<file path="src/hw/rtl/ssmm_pkg.sv">
`timescale 1ns / 1ps

package ssmm_pkg;

  localparam int SAMPLE_BITS = 16;
  localparam int MAX_SAMPLES = 1024;

  localparam int COUNT_W    = $clog2(MAX_SAMPLES + 1);
  localparam int SUM_W      = SAMPLE_BITS + COUNT_W - 1;
  localparam int SUMSQ_W    = 2 * SAMPLE_BITS + COUNT_W - 1;
  localparam int SQUARE_W   = 2 * SAMPLE_BITS;
  localparam int PROD_A_W   = COUNT_W + SUMSQ_W;
  localparam int PROD_B_W   = 2 * SUM_W;
  localparam int N2_W       = 2 * COUNT_W;

  // Shared divider: largest dividend is the variance numerator scaled by 2^16
  localparam int FRAC_BITS  = 8;
  localparam int DIVIDEND_W = PROD_A_W + 2 * FRAC_BITS;
  localparam int DIVISOR_W  = N2_W;
  localparam int DIV_CNT_W  = $clog2(DIVIDEND_W);

  // Scaled variance never exceeds 2^(2*SAMPLE_BITS + 2*FRAC_BITS - 2)
  localparam int ROOT_IN_W  = 2 * SAMPLE_BITS + 2 * FRAC_BITS;
  localparam int ROOT_OUT_W = ROOT_IN_W / 2;

  localparam int MEAN_W     = 24;
  localparam int DEV_W      = 23;
  localparam int STATUS_W   = 2;
  localparam int OUT_COUNT_W = 11;

  localparam int IN_TDATA_W  = 16;
  localparam int OUT_FIELD_W = 2 * SAMPLE_BITS + MEAN_W + DEV_W + OUT_COUNT_W;
  localparam int OUT_TDATA_W = ((OUT_FIELD_W + 7) / 8) * 8;

  localparam logic [STATUS_W-1:0] STATUS_OK       = 2'd0;
  localparam logic [STATUS_W-1:0] STATUS_TOO_FEW  = 2'd1;
  localparam logic [STATUS_W-1:0] STATUS_OVERFLOW = 2'd2;

  typedef struct packed {
    logic accumulate;
    logic clear;
    logic products;
    logic div_start;
    logic div_sel_var;
    logic capture_mean;
    logic sqrt_start;
    logic capture_dev;
    logic load_out;
  } cmd_t;

  typedef struct packed {
    logic div_done;
    logic sqrt_done;
    logic out_free;
  } stat_t;

endpackage

</file>
<file path="src/hw/rtl/ssmm_divider.sv">
`timescale 1ns / 1ps

module ssmm_divider (
  input  logic                            clk,
  input  logic                            rst,
  input  logic                            start,
  input  logic [ssmm_pkg::DIVIDEND_W-1:0] dividend,
  input  logic [ssmm_pkg::DIVISOR_W-1:0]  divisor,
  output logic [ssmm_pkg::DIVIDEND_W-1:0] quotient,
  output logic                            done
);

  localparam int DW  = ssmm_pkg::DIVIDEND_W;
  localparam int DVW = ssmm_pkg::DIVISOR_W;
  localparam int CW  = ssmm_pkg::DIV_CNT_W;

  logic [DVW-1:0] rem;
  logic [DW-1:0]  quo;
  logic [DVW-1:0] dvs;
  logic [CW-1:0]  cnt;
  logic           busy;

  logic [DVW:0]   partial;
  logic [DVW:0]   trial;
  logic           ge;

  // Restoring division, one quotient bit a cycle; quotient shifts in behind the dividend
  assign partial  = {rem, quo[DW-1]};
  assign ge       = partial >= {1'b0, dvs};
  assign trial    = partial - {1'b0, dvs};
  assign quotient = quo;

  always_ff @(posedge clk) begin
    if (rst) begin
      busy <= 1'b0;
      done <= 1'b0;
    end else if (start) begin
      busy <= 1'b1;
      done <= 1'b0;
    end else if (busy) begin
      if (cnt == '0) begin
        busy <= 1'b0;
        done <= 1'b1;
      end
    end else begin
      done <= 1'b0;
    end
  end

  // hold the divisor for the whole pass
  always_ff @(posedge clk) begin
    if (start) begin
      rem <= '0;
      quo <= dividend;
      dvs <= divisor;
      cnt <= CW'(DW - 1);
    end else if (busy) begin
      rem <= ge ? trial[DVW-1:0] : partial[DVW-1:0];
      quo <= {quo[DW-2:0], ge};
      cnt <= cnt - 1'b1;
    end
  end

endmodule

</file>
<file path="src/hw/rtl/ssmm_sqrt.sv">
`timescale 1ns / 1ps

module ssmm_sqrt (
  input  logic                            clk,
  input  logic                            rst,
  input  logic                            start,
  input  logic [ssmm_pkg::ROOT_IN_W-1:0]  radicand,
  output logic [ssmm_pkg::ROOT_OUT_W-1:0] root,
  output logic                            done
);

  localparam int RW = ssmm_pkg::ROOT_IN_W;

  logic [RW-1:0] rest;
  logic [RW-1:0] acc;
  logic [RW-1:0] probe;
  logic          busy;

  logic [RW-1:0] trial;
  logic          ge;

  // Digit-by-digit root: probe walks down two bit places each cycle
  assign trial = acc + probe;
  assign ge    = rest >= trial;
  assign root  = acc[ssmm_pkg::ROOT_OUT_W-1:0];

  always_ff @(posedge clk) begin
    if (rst) begin
      busy <= 1'b0;
      done <= 1'b0;
    end else if (start) begin
      busy <= 1'b1;
      done <= 1'b0;
    end else if (busy) begin
      if (probe[0]) begin
        busy <= 1'b0;
        done <= 1'b1;
      end
    end else begin
      done <= 1'b0;
    end
  end

  always_ff @(posedge clk) begin
    if (start) begin
      rest  <= radicand;
      acc   <= '0;
      probe <= RW'(1) << (RW - 2);
    end else if (busy) begin
      if (ge) begin
        rest <= rest - trial;
        acc  <= (acc >> 1) + probe;
      end else begin
        acc  <= acc >> 1;
      end
      probe <= probe >> 2;
    end
  end

endmodule

</file>
<file path="src/hw/rtl/ssmm_datapath.sv">
`timescale 1ns / 1ps

module ssmm_datapath (
  input  logic                             clk,
  input  logic                             rst,
  input  ssmm_pkg::cmd_t                   cmd,
  output ssmm_pkg::stat_t                  stat,
  input  logic [ssmm_pkg::SAMPLE_BITS-1:0] sample,
  output logic                             m_tvalid,
  input  logic                             m_tready,
  output logic [ssmm_pkg::OUT_TDATA_W-1:0] m_tdata,
  output logic [ssmm_pkg::STATUS_W-1:0]    m_tuser
);

  localparam int SB  = ssmm_pkg::SAMPLE_BITS;
  localparam int CW  = ssmm_pkg::COUNT_W;
  localparam int FB  = ssmm_pkg::FRAC_BITS;
  localparam int PAD = ssmm_pkg::OUT_TDATA_W - ssmm_pkg::OUT_FIELD_W;

  logic [SB-1:0]                  running_min;
  logic [SB-1:0]                  running_max;
  logic [ssmm_pkg::SUM_W-1:0]     running_sum;
  logic [ssmm_pkg::SUMSQ_W-1:0]   running_sum_squares;
  logic [CW-1:0]                  running_count;
  logic                           overflow_seen;

  logic [ssmm_pkg::SQUARE_W-1:0]  square;

  logic [ssmm_pkg::PROD_A_W-1:0]  prod_a;
  logic [ssmm_pkg::PROD_B_W-1:0]  prod_b;
  logic [ssmm_pkg::N2_W-1:0]      count_sq;
  logic [ssmm_pkg::PROD_A_W-1:0]  prod_b_ext;
  logic [ssmm_pkg::PROD_A_W-1:0]  spread;

  logic [ssmm_pkg::DIVIDEND_W-1:0] dividend;
  logic [ssmm_pkg::DIVISOR_W-1:0]  divisor;
  logic [ssmm_pkg::DIVIDEND_W-1:0] quotient;
  logic                            div_done;
  logic [ssmm_pkg::ROOT_OUT_W-1:0] root;
  logic                            sqrt_done;

  logic [ssmm_pkg::MEAN_W-1:0]    mean_q8;
  logic [ssmm_pkg::DEV_W-1:0]     deviation_q8;

  logic [SB-1:0]                  out_min;
  logic [SB-1:0]                  out_max;
  logic [ssmm_pkg::MEAN_W-1:0]    out_mean;
  logic [ssmm_pkg::DEV_W-1:0]     out_dev;
  logic [ssmm_pkg::OUT_COUNT_W-1:0] out_count;
  logic [ssmm_pkg::STATUS_W-1:0]  out_status;

  logic                           empty_set;
  logic [ssmm_pkg::STATUS_W-1:0]  status_next;

  assign square = ssmm_pkg::SQUARE_W'(sample) * ssmm_pkg::SQUARE_W'(sample);

  always_ff @(posedge clk) begin
    if (rst || cmd.clear) begin
      running_min         <= '1;
      running_max         <= '0;
      running_sum         <= '0;
      running_sum_squares <= '0;
      running_count       <= '0;
      overflow_seen       <= 1'b0;
    end else if (cmd.accumulate) begin
      if (running_count >= CW'(ssmm_pkg::MAX_SAMPLES)) begin
        // drop words beyond capacity, remember it
        overflow_seen <= 1'b1;
      end else begin
        if (sample < running_min) running_min <= sample;
        if (sample > running_max) running_max <= sample;
        running_sum         <= running_sum + ssmm_pkg::SUM_W'(sample);
        running_sum_squares <= running_sum_squares + ssmm_pkg::SUMSQ_W'(square);
        running_count       <= running_count + 1'b1;
      end
    end
  end

  // n*sumsq - sum^2 and n^2, registered before the subtract
  always_ff @(posedge clk) begin
    if (cmd.products) begin
      prod_a   <= ssmm_pkg::PROD_A_W'(running_count) *
                  ssmm_pkg::PROD_A_W'(running_sum_squares);
      prod_b   <= ssmm_pkg::PROD_B_W'(running_sum) * ssmm_pkg::PROD_B_W'(running_sum);
      count_sq <= ssmm_pkg::N2_W'(running_count) * ssmm_pkg::N2_W'(running_count);
    end
  end

  assign prod_b_ext = ssmm_pkg::PROD_A_W'(prod_b);
  assign spread     = (prod_a > prod_b_ext) ? prod_a - prod_b_ext : '0;

  always_comb begin
    if (cmd.div_sel_var) begin
      dividend = {spread, (2 * FB)'(0)};
      divisor  = count_sq;
    end else begin
      dividend = ssmm_pkg::DIVIDEND_W'({running_sum, FB'(0)});
      divisor  = ssmm_pkg::DIVISOR_W'(running_count);
    end
  end

  ssmm_divider u_divider (
    .clk      (clk),
    .rst      (rst),
    .start    (cmd.div_start),
    .dividend (dividend),
    .divisor  (divisor),
    .quotient (quotient),
    .done     (div_done)
  );

  ssmm_sqrt u_sqrt (
    .clk      (clk),
    .rst      (rst),
    .start    (cmd.sqrt_start),
    .radicand (quotient[ssmm_pkg::ROOT_IN_W-1:0]),
    .root     (root),
    .done     (sqrt_done)
  );

  always_ff @(posedge clk) begin
    if (cmd.capture_mean) mean_q8      <= quotient[ssmm_pkg::MEAN_W-1:0];
    if (cmd.capture_dev)  deviation_q8 <= root[ssmm_pkg::DEV_W-1:0];
  end

  assign empty_set = running_count == '0;

  always_comb begin
    if (overflow_seen)              status_next = ssmm_pkg::STATUS_OVERFLOW;
    else if (running_count < CW'(2)) status_next = ssmm_pkg::STATUS_TOO_FEW;
    else                            status_next = ssmm_pkg::STATUS_OK;
  end

  always_ff @(posedge clk) begin
    if (cmd.load_out) begin
      out_min    <= empty_set ? '0 : running_min;
      out_max    <= empty_set ? '0 : running_max;
      out_mean   <= empty_set ? '0 : mean_q8;
      out_dev    <= empty_set ? '0 : deviation_q8;
      out_count  <= ssmm_pkg::OUT_COUNT_W'(running_count);
      out_status <= status_next;
    end
  end

  always_ff @(posedge clk) begin
    if (rst) begin
      m_tvalid <= 1'b0;
    end else if (cmd.load_out) begin
      m_tvalid <= 1'b1;
    end else if (m_tready) begin
      m_tvalid <= 1'b0;
    end
  end

  assign m_tdata = {PAD'(0), out_count, out_dev, out_mean, out_max, out_min};
  assign m_tuser = out_status;

  assign stat.div_done  = div_done;
  assign stat.sqrt_done = sqrt_done;
  assign stat.out_free  = !m_tvalid || m_tready;

endmodule

</file>
<file path="src/hw/rtl/ssmm_ctrl.sv">
`timescale 1ns / 1ps

module ssmm_ctrl (
  input  logic            clk,
  input  logic            rst,
  input  logic            s_tvalid,
  input  logic            s_tlast,
  output logic            s_tready,
  input  ssmm_pkg::stat_t stat,
  output ssmm_pkg::cmd_t  cmd
);

  localparam logic [2:0] ST_IDLE = 3'd0;
  localparam logic [2:0] ST_PROD = 3'd1;
  localparam logic [2:0] ST_MEAN = 3'd2;
  localparam logic [2:0] ST_VAR  = 3'd3;
  localparam logic [2:0] ST_ROOT = 3'd4;
  localparam logic [2:0] ST_EMIT = 3'd5;

  logic [2:0] state;
  logic [2:0] state_next;

  always_ff @(posedge clk) begin
    if (rst) state <= ST_IDLE;
    else     state <= state_next;
  end

  always_comb begin
    state_next = state;
    cmd        = '0;
    s_tready   = 1'b0;
    unique case (state)
      ST_IDLE: begin
        s_tready       = 1'b1;
        cmd.accumulate = s_tvalid;
        if (s_tvalid && s_tlast) state_next = ST_PROD;
      end
      ST_PROD: begin
        // mean division starts straight from the accumulators
        cmd.products  = 1'b1;
        cmd.div_start = 1'b1;
        state_next    = ST_MEAN;
      end
      ST_MEAN: begin
        if (stat.div_done) begin
          cmd.capture_mean = 1'b1;
          cmd.div_start    = 1'b1;
          cmd.div_sel_var  = 1'b1;
          state_next       = ST_VAR;
        end
      end
      ST_VAR: begin
        if (stat.div_done) begin
          cmd.sqrt_start = 1'b1;
          state_next     = ST_ROOT;
        end
      end
      ST_ROOT: begin
        if (stat.sqrt_done) begin
          cmd.capture_dev = 1'b1;
          state_next      = ST_EMIT;
        end
      end
      ST_EMIT: begin
        // hold until the previous result word has gone
        if (stat.out_free) begin
          cmd.load_out = 1'b1;
          cmd.clear    = 1'b1;
          state_next   = ST_IDLE;
        end
      end
      default: begin
        state_next = ST_IDLE;
      end
    endcase
  end

endmodule

</file>
<file path="src/hw/rtl/sample_statistics_min_max_mean_sd.sv">
`timescale 1ns / 1ps

// Channel | Side   | Handshake                   | Payload
// s_      | input  | s_tvalid / s_tready         | s_tdata: sample; s_tlast: last
// m_      | output | m_tvalid / m_tready         | m_tdata: min, max, mean, dev, count;
//         |        |                             | m_tuser: status
//
// One sample word is taken per cycle until the word marked last.
// After it the set is closed by two passes of the shared one-bit-per-cycle
// divider (mean, then scaled variance) and a 24-step square root; no input
// is taken meanwhile.
// Reset is synchronous on rst and empties the accumulators and the output.
// A finished result sits in the output register; the next set's samples are
// taken while it waits, and only the next result waits for m_tready.

module sample_statistics_min_max_mean_sd (
  input  logic                             clk,
  input  logic                             rst,
  input  logic                             s_tvalid,
  output logic                             s_tready,
  // [15:0] sample
  input  logic [ssmm_pkg::IN_TDATA_W-1:0]  s_tdata,
  input  logic                             s_tlast,
  output logic                             m_tvalid,
  input  logic                             m_tready,
  // [15:0] minimum, [31:16] maximum, [55:32] mean_q8, [78:56] deviation_q8,
  // [89:79] sample_count, [95:90] zero
  output logic [ssmm_pkg::OUT_TDATA_W-1:0] m_tdata,
  // [1:0] status
  output logic [ssmm_pkg::STATUS_W-1:0]    m_tuser
);

  ssmm_pkg::cmd_t  cmd;
  ssmm_pkg::stat_t stat;

  ssmm_ctrl u_ctrl (
    .clk      (clk),
    .rst      (rst),
    .s_tvalid (s_tvalid),
    .s_tlast  (s_tlast),
    .s_tready (s_tready),
    .stat     (stat),
    .cmd      (cmd)
  );

  ssmm_datapath u_datapath (
    .clk      (clk),
    .rst      (rst),
    .cmd      (cmd),
    .stat     (stat),
    .sample   (s_tdata[ssmm_pkg::SAMPLE_BITS-1:0]),
    .m_tvalid (m_tvalid),
    .m_tready (m_tready),
    .m_tdata  (m_tdata),
    .m_tuser  (m_tuser)
  );

`ifndef NO_ASSERTIONS
  a_no_overwrite: assert property (@(posedge clk) disable iff (rst)
    cmd.load_out |-> (!m_tvalid || m_tready))
    else $error("result word overwritten before it was taken");

  a_busy_after_last: assert property (@(posedge clk) disable iff (rst)
    (s_tvalid && s_tready && s_tlast) |=> !s_tready)
    else $error("input taken while a set is being closed");

  a_valid_from_load: assert property (@(posedge clk) disable iff (rst)
    $rose(m_tvalid) |-> $past(cmd.load_out))
    else $error("result valid without a load");
`endif

endmodule

</file>
<file path="config.mk">
export PLATFORM = sky130hd
export DESIGN_NAME = sample_statistics_min_max_mean_sd
export DESIGN_NICKNAME = d
export VERILOG_FILES = /design/src/hw/rtl/ssmm_pkg.sv /design/src/hw/rtl/ssmm_divider.sv /design/src/hw/rtl/ssmm_sqrt.sv /design/src/hw/rtl/ssmm_datapath.sv /design/src/hw/rtl/ssmm_ctrl.sv /design/src/hw/rtl/sample_statistics_min_max_mean_sd.sv
export SDC_FILE = /design/constraint.sdc
export NUM_CORES = 2
export LEC_CHECK = 0
export BUFFER_PORTS_ARGS = -buffer_cell sky130_fd_sc_hd__buf_4
export CELL_PAD_IN_SITES_DETAIL_PLACEMENT = 2
export CELL_PAD_IN_SITES_GLOBAL_PLACEMENT = 2
export CORE_MARGIN = 8
export CORE_UTILIZATION = 39
export CTS_BUF_LIST = sky130_fd_sc_hd__clkbuf_8
export DETAILED_ROUTE_END_ITERATION = 8
export PLACE_DENSITY = 0.87
export SLEW_MARGIN = 10
export SYNTH_ARGS = -nofsm -noshare
export SYNTH_HDL_FRONTEND = slang
export SYNTH_SLANG_ARGS = --single-unit
</file>
<file path="constraint.sdc">
create_clock -name clk -period 8.7 [get_ports clk]
set_input_delay 1.305 -clock clk [delete_from_list [all_inputs] [get_ports clk]]
set_output_delay 1.305 -clock clk [all_outputs]
set_load 0.01 [all_outputs]
</file>
## Word-level counts from Yosys, hierarchy flattened

Cells that the tools add are included.

| storage, ports and cells | value |
|---|---|
| logic and storage cells | 120 |
| register bits | 626 |
| input port bits | 21 |

| operators by class | value |
|---|---|
| add/sub/neg operators | 9 |
| multiplexer cells | 37 |
| bitwise gates (word level) | 3 |
| equality and inequality tests | 10 |
| order comparisons | 7 |
| reductions and logical operators | 19 |
| $mul | 4 |

Operators by type and width:

| operator | number |
|---|---|
| 69-bit two-way mux | 3 |
| 48-bit two-way mux | 4 |
| 53-bit by 52-bit > comparator with 1-bit output | 1 |
| 11-bit by 42-bit multiplier with 53-bit output | 1 |
| 53-bit two-way mux | 1 |
| 53-bit by 52-bit subtractor with 53-bit output | 1 |
| 26-bit by 26-bit multiplier with 52-bit output | 1 |
| 47-bit by 47-bit adder with 48-bit output | 1 |
| 48-bit by 47-bit adder with 48-bit output | 1 |
| 48-bit >= comparator | 1 |
| 48-bit subtractor | 1 |
| 42-bit by 32-bit adder with 42-bit output | 1 |
| 16-bit by 16-bit multiplier with 32-bit output | 1 |
| 26-bit by 16-bit adder with 26-bit output | 1 |
| 23-bit by 22-bit >= comparator with 1-bit output | 1 |
| 11-bit by 11-bit multiplier with 22-bit output | 1 |
| 22-bit two-way mux | 1 |
| 22-bit subtractor | 1 |
| 1-bit two-way mux | 18 |
| 3-bit two-way mux | 6 |
| 3-bit one-hot mux with 6 select lines | 1 |
| 16-bit > comparator | 1 |
| 16-bit < comparator | 1 |
| 11-bit by 1-bit adder with 11-bit output (second input constant) | 1 |
| 23 further kinds | 38 |

## Depth between registers and ports, before layout

| depth | value |
|---|---|
| depth after elaboration | 5 |
| depth in mapped cells | 30 |
| mapped depth without buffers | 28 |

## Cells and area by module

Synthesis repeated with hierarchy kept, for this count alone.

| second synthesis, totals | value |
|---|---|
| cell total of the unflattened synthesis | 8,492 |
| area total of the unflattened synthesis | 78,810.6 sq um |

Modules (own cells, without submodules):

| module | cells an instance | area an instance (sq um) | times used | sequential area each (sq um) |
|---|---|---|---|---|
| ssmm_datapath | 6,637 | 61,722.9 | 1 | 10,189.8 |
| ssmm_sqrt | 1,322 | 10,704.0 | 1 | 2,922.8 |
| ssmm_divider | 503 | 6,130.9 | 1 | 3,353.2 |
| ssmm_ctrl | 30 | 252.7 | 1 | 60.1 |

## Worst setup path after synthesis

OpenSTA, ideal clock, no wires.

| timing | value |
|---|---|
| path type | register to register |
| start point | register u_datapath.u_sqrt.acc[10] |
| end point | register u_datapath.u_sqrt.rest[0], enable pin |
| data arrival time | 7.701 ns |
| path slack | 0.480 ns |
| library setup time | 0.520 ns |
| buffers on the path | 3 |
| period minus slack after synthesis | 8.220 ns |
| required time | 8.180 ns |
| cell stages (with the launch flop) | 24 |
| cell sequence | dfxtp_1 > ha_1 > nand2_1 > or2_2 > or3_1 > o2111ai_1 > a31oi_1 > o21bai_1 > nand2_1 > nand2_1 > a21oi_1 > or2_2 > ha_1 > and2_1 > clkbuf_1 > nand3_1 > nor2_1 > nor2_1 > o211ai_1 > a31oi_1 > a211o_1 > buf_4 > buf_2 > o21ai_0 |

| between the ends | value |
|---|---|
| cells in the longest elaborated chain, start to end | 4 |

RTL lines:

| what | RTL line | source |
|---|---|---|
| start: declaration | ssmm_sqrt.sv:15 | `logic [RW-1:0] acc;` |
| start signal: assignment | ssmm_sqrt.sv:52 | `acc <= (acc >> 1) + probe;` |
| start signal: assignment | ssmm_sqrt.sv:54 | `acc <= acc >> 1;` |
| 48-bit by 47-bit adder with 48-bit output | ssmm_sqrt.sv:23 | `assign trial = acc + probe;` |
| 48-bit >= comparator | ssmm_sqrt.sv:24 | `assign ge = rest >= trial;` |
| 2-bit nonzero test (no line) | n/a |  |
| 2-bit AND reduction (no line) | n/a |  |
| end signal: assignment | ssmm_sqrt.sv:46 | `rest <= radicand;` |
| end signal: assignment | ssmm_sqrt.sv:51 | `rest <= rest - trial;` |
| end: declaration | ssmm_sqrt.sv:14 | `logic [RW-1:0] rest;` |

Every way passes these cells.
A chain may end at the register's enable or synchronous reset.

## Worst setup path in the final report

| timing | value |
|---|---|
| start point | register u_datapath.running_sum[3] (netlist bit) |
| end point | register u_datapath.prod_b[51] (netlist bit), data pin |

| between the ends | value |
|---|---|
| cells in the longest elaborated chain, start to end | 1 |

RTL lines:

| what | RTL line | source |
|---|---|---|
| start: declaration | ssmm_datapath.sv:22 | `logic [ssmm_pkg::SUM_W-1:0] running_sum;` |
| start signal: assignment | ssmm_datapath.sv:72 | `running_sum <= running_sum + ssmm_pkg::SUM_W'(sample);` |
| 26-bit by 26-bit multiplier with 52-bit output | ssmm_datapath.sv:84 | `prod_b <= ssmm_pkg::PROD_B_W'(running_sum) * ssmm_pkg::PROD_B_W'(running_sum);` |
| end signal: assignment | ssmm_datapath.sv:84 |  |
| end: declaration | ssmm_datapath.sv:30 | `logic [ssmm_pkg::PROD_B_W-1:0] prod_b;` |

Every way passes these cells.

==> results.md <==
* Status: complete, no violations
* Die W at 465 µm
* Cell taking the most area after synthesis: fa_1
* Critical path type: flip-flop to flip-flop
* Number of distinct library cell variants in the gate-level netlist after synthesis at 106
* Post-synthesis sequential area ratio at 0.210
* Number of antenna violations at the first check in global routing at 10
* Clock tree from TritonCTS: yes
* Worst path arrival time at 9.33 ns
* Worst Tran Pin Value at 1.29 ns
* DP HPWL at 241 mm
* Flop and latch count out of synthesis at 624
* Unrepaired setup endpoints after global routing: false
* Type of the most critical hold path: flip-flop to flip-flop
* Floorplan core area at 0.200 mm²
* Total routing resource utilization after global routing at 0.295
* Number of cell rows at 164
* Clock tree root driver cell: clkbuf_8
* Die Span Y at 465 µm
* Dominant register cell in the synthesized netlist: edfxtp_1
* Pre-CTS WS at 0.0603 ns
* Syn Std Cell Area at 0.0785 mm²
* Final standard cell utilization of the core at 0.423
* Average cell area after synthesis at 9.23 µm²
* Count of flip-flops with a built-in enable after synthesis at 403
* Worst slew margin relative to its limit at 0.141
* Power density of the placed cells at 189 mW/mm²
* Gpl congestion at 0.892
* Drt total wl at 324 mm
* Footprint of the multi-input gates at 0.0548 mm²
* Post-synthesis instance total at 8503
* Count of endpoints failing hold in the final timing report at 0
* IR drop worst, VDD at 464 µV
* Htree depth at 3
* Count of filler cells inserted in the layout at 21500
* Count of maximum capacitance violations at 0
* Per-cell via count in the routed design at 5.78
* Highest clock rate at 116 MHz
* Standby leakage power at 39.1 nW
* Data required time of the critical path at 9.39 ns
* Number of nets in the layout at 10300
* Clock buffer count from CTS at 117
* Startpoint types: flip-flop
* Yosys warns at 0
* Die outline area at 0.216 mm²
* Worst setup margin at 0.0545 ns
* Maximum fanout count along the critical path at 9
* Total negative slack at 0 ns
* Period utilisation layout at 0.994
* Setup-violating endpoint count in the final report at 0
* Via count of the first global-routing pass at 77900
* Pin count of the biggest net entering global routing at 80
* First DRT Iteration DRCs at 4246
* Vias at 64800
* Combined flip-flop and latch cell area at 0.0166 mm²
* Min Tclk post-route at 8.65 ns
* CP endpoint kind: flip-flop
* First-pass GRT wire length at 493 mm
* Post-route cell area at 0.0845 mm²
* Clock tree sinks at 624
* # port buffers at 114
* Fraction of registers with async set/reset at 0
* Worst-case clock skew at 0.0758 ns
* Final slew viol count at 0
* Initial DRT Pass Iterations at 7
* Aggregate global routing overflow at 0
* ANT nets after route at 0
* Starting Density at 0.393
* Clk Latency, worst-skew pair at 0.93 ns
* Count of pins on the block boundary at 121
* WL per Instance at 28.9 µm
* Post-synthesis to final-layout area growth at 7.67%
* Share of layout cells above drive strength 1 at 0.0585
* Worst hold margin at 0.488 ns
* Biggest area contributors in the synthesized netlist: fa_1 29%, edfxtp_1 15%, ha_1 11%
* Area after DPL at 0.0819 mm²
* Max Root-Sink Buffers at 3
* Area share of the leading cell type in the synthesized netlist at 0.289
* Clock transition at the register clock pins on the worst setup and hold paths after CTS at 0.08 ns
* Number of design rule violations left after detail routing at 0
[worst paths after layout]
kind | from | to | slack [ns] | cells after the start
max | u_datapath.running_sum[3] | u_datapath.prod_b[51] | 0.05 | 26
min reg2reg | u_datapath.u_divider.quotient[1] | u_datapath.mean_q8[1] | 0.49 | 0
max reg2reg | u_datapath.running_sum[3] | u_datapath.prod_b[51] | 0.05 | 26
min | u_datapath.u_divider.quotient[1] | u_datapath.mean_q8[1] | 0.49 | 0
[critical path, stage by stage, from the launching register on]
cell and delay (ns):
dfxtp_1 0.40, clkinv_1 0.11, buf_4 0.23, nor2_1 0.43, fa_1 0.54, fa_1 0.56
fa_1 0.55, inv_1 0.06, fa_1 0.54, inv_1 0.08, fa_1 0.48, fa_1 0.52
inv_1 0.09, fa_1 0.51, inv_1 0.06, ha_1 0.41, and3_1 0.30, and2_1 0.18
a221o_1 0.37, a21oi_1 0.22, o21ai_1 0.13, a21oi_2 0.27, o21ai_1 0.24, and3_1 0.31
a2111o_1 0.46, a21oi_1 0.25, xnor2_1 0.10
[where the power goes]
| group | total [mW] | switching [mW] | internal (mW) | leakage, nW |
|---|---|---|---|---|
| clock | 3.28 | 1.61 | 1.67 | 1.39 |
| sequential | 3.93 | 0.475 | 3.45 | 5.51 |
| combinational | 8.77 | 5.46 | 3.30 | 32.2 |
| total | 16.0 | 7.55 | 8.43 | 39.1 |
[area by class of cell]
type / count / share of cell area
clock buffer: 129 / 0.0210
inverter: 1539 / 0.0684
tap: 2656 / 0.0393
sequential: 624 / 0.196
clock inverter: 93 / 0.00912
timing repair buffer: 199 / 0.0180
multi-input combinational: 5964 / 0.648
antenna: 8 / 0.000237
[cell families (layout without fill, tap and decap cells)]
kind of cell,after synthesis,in the layout,synth area share
AND/OR/NAND/NOR,2330,2330,0.138
other,1,14,0.0000478
AO/OA/AOI/OAI,1376,1376,0.111
flip-flops,624,624,0.210
XOR/XNOR,376,376,0.0419
multiplexers,72,72,0.00931
buffers and inverters,1920,1960,0.0929
adder cells (fa/ha/maj),1804,1804,0.396
[what timing repair did]
action | in CTS | in global routing
endpoints found under the hold margin | 0 | 0
buffers inserted | 0 | 1
hold buffers | 0 | 0
resized for setup | 7 | 11
setup endpoints to repair | 2 | 2
[metrics by stage]
step | power, mW | std cells
after detailed placement | 12.4 | 11000
after global routing | 16.9 | 11200
after floorplan | 9.55 | 8508
after global placement | 11.2 | 11000
final | 16.0 | 11200
after CTS | 15.9 | 11200
[registers in the layout, indices dropped and copies added (netlist names), 22 cells and up]
register                        count
u_datapath.out_dev                 23
u_datapath.running_sum_squares     42
u_datapath.deviation_q8            23
u_datapath.u_divider.dvs           22
u_datapath.u_divider.quotient      69
u_datapath.out_mean                24
u_datapath.prod_b                  51
u_datapath.u_sqrt.acc              48
u_datapath.running_sum             26
u_datapath.u_sqrt.rest             48
u_datapath.mean_q8                 24
u_datapath.u_divider.rem           22
u_datapath.u_sqrt.probe            24
u_datapath.prod_a                  53
[synthesized netlist by cell type (40+ instances only)]
library cell / number
inv_1: 1534
fa_1: 1133
nand2_1: 1033
ha_1: 671
a21oi_1: 458
nor2_1: 442
edfxtp_1: 403
and2_1: 401
clkbuf_1: 326
o21ai_0: 269
dfxtp_1: 221
xnor2_1: 215
a21o_1: 198
xor2_1: 161
nand3_1: 81
a31oi_1: 67
mux2i_1: 64
nand4_1: 59
o21bai_1: 55
nor2b_1: 52
nor3_1: 52
nand2b_1: 51
and3_1: 50
o211ai_1: 40
o21a_1: 40
[layout by cell type, fill, tap and decap left out, types with 11 or more instances in the layout]
| cell type | count |
|---|---|
| a211oi_1 | 33 |
| a21o_1 | 198 |
| a21oi_1 | 456 |
| a21oi_2 | 11 |
| a22o_1 | 15 |
| a31oi_1 | 67 |
| and2_1 | 401 |
| and3_1 | 50 |
| and4_1 | 12 |
| buf_4 | 196 |
| clkbuf_8 | 129 |
| clkinv_1 | 25 |
| clkinv_2 | 17 |
| dfxtp_1 | 197 |
| dfxtp_2 | 23 |
| edfxtp_1 | 403 |
| fa_1 | 1133 |
| ha_1 | 671 |
| inv_1 | 1560 |
| mux2i_1 | 64 |
| nand2_1 | 1033 |
| nand2b_1 | 51 |
| nand3_1 | 81 |
| nand4_1 | 59 |
| nor2_1 | 436 |
| nor2b_1 | 52 |
| nor3_1 | 52 |
| nor4_1 | 17 |
| o211ai_1 | 40 |
| o21a_1 | 40 |
| o21ai_0 | 268 |
| o21ai_1 | 25 |
| o21bai_1 | 55 |
| o31ai_1 | 16 |
| or2_2 | 20 |
| or3_1 | 22 |
| xnor2_1 | 215 |
| xor2_1 | 161 |
[routing by layer]
metal / vias to the layer above / global-route usage / wire length, µm
met5: - / 0 / 42
met4: 6 / 0.202 / 26500
met3: 1357 / 0.0516 / 18300
met2: 2748 / 0.528 / 163000
met1: 33700 / 0.318 / 116000
li1: 27000 / - / -
Power figures use the tool's default switching activity.
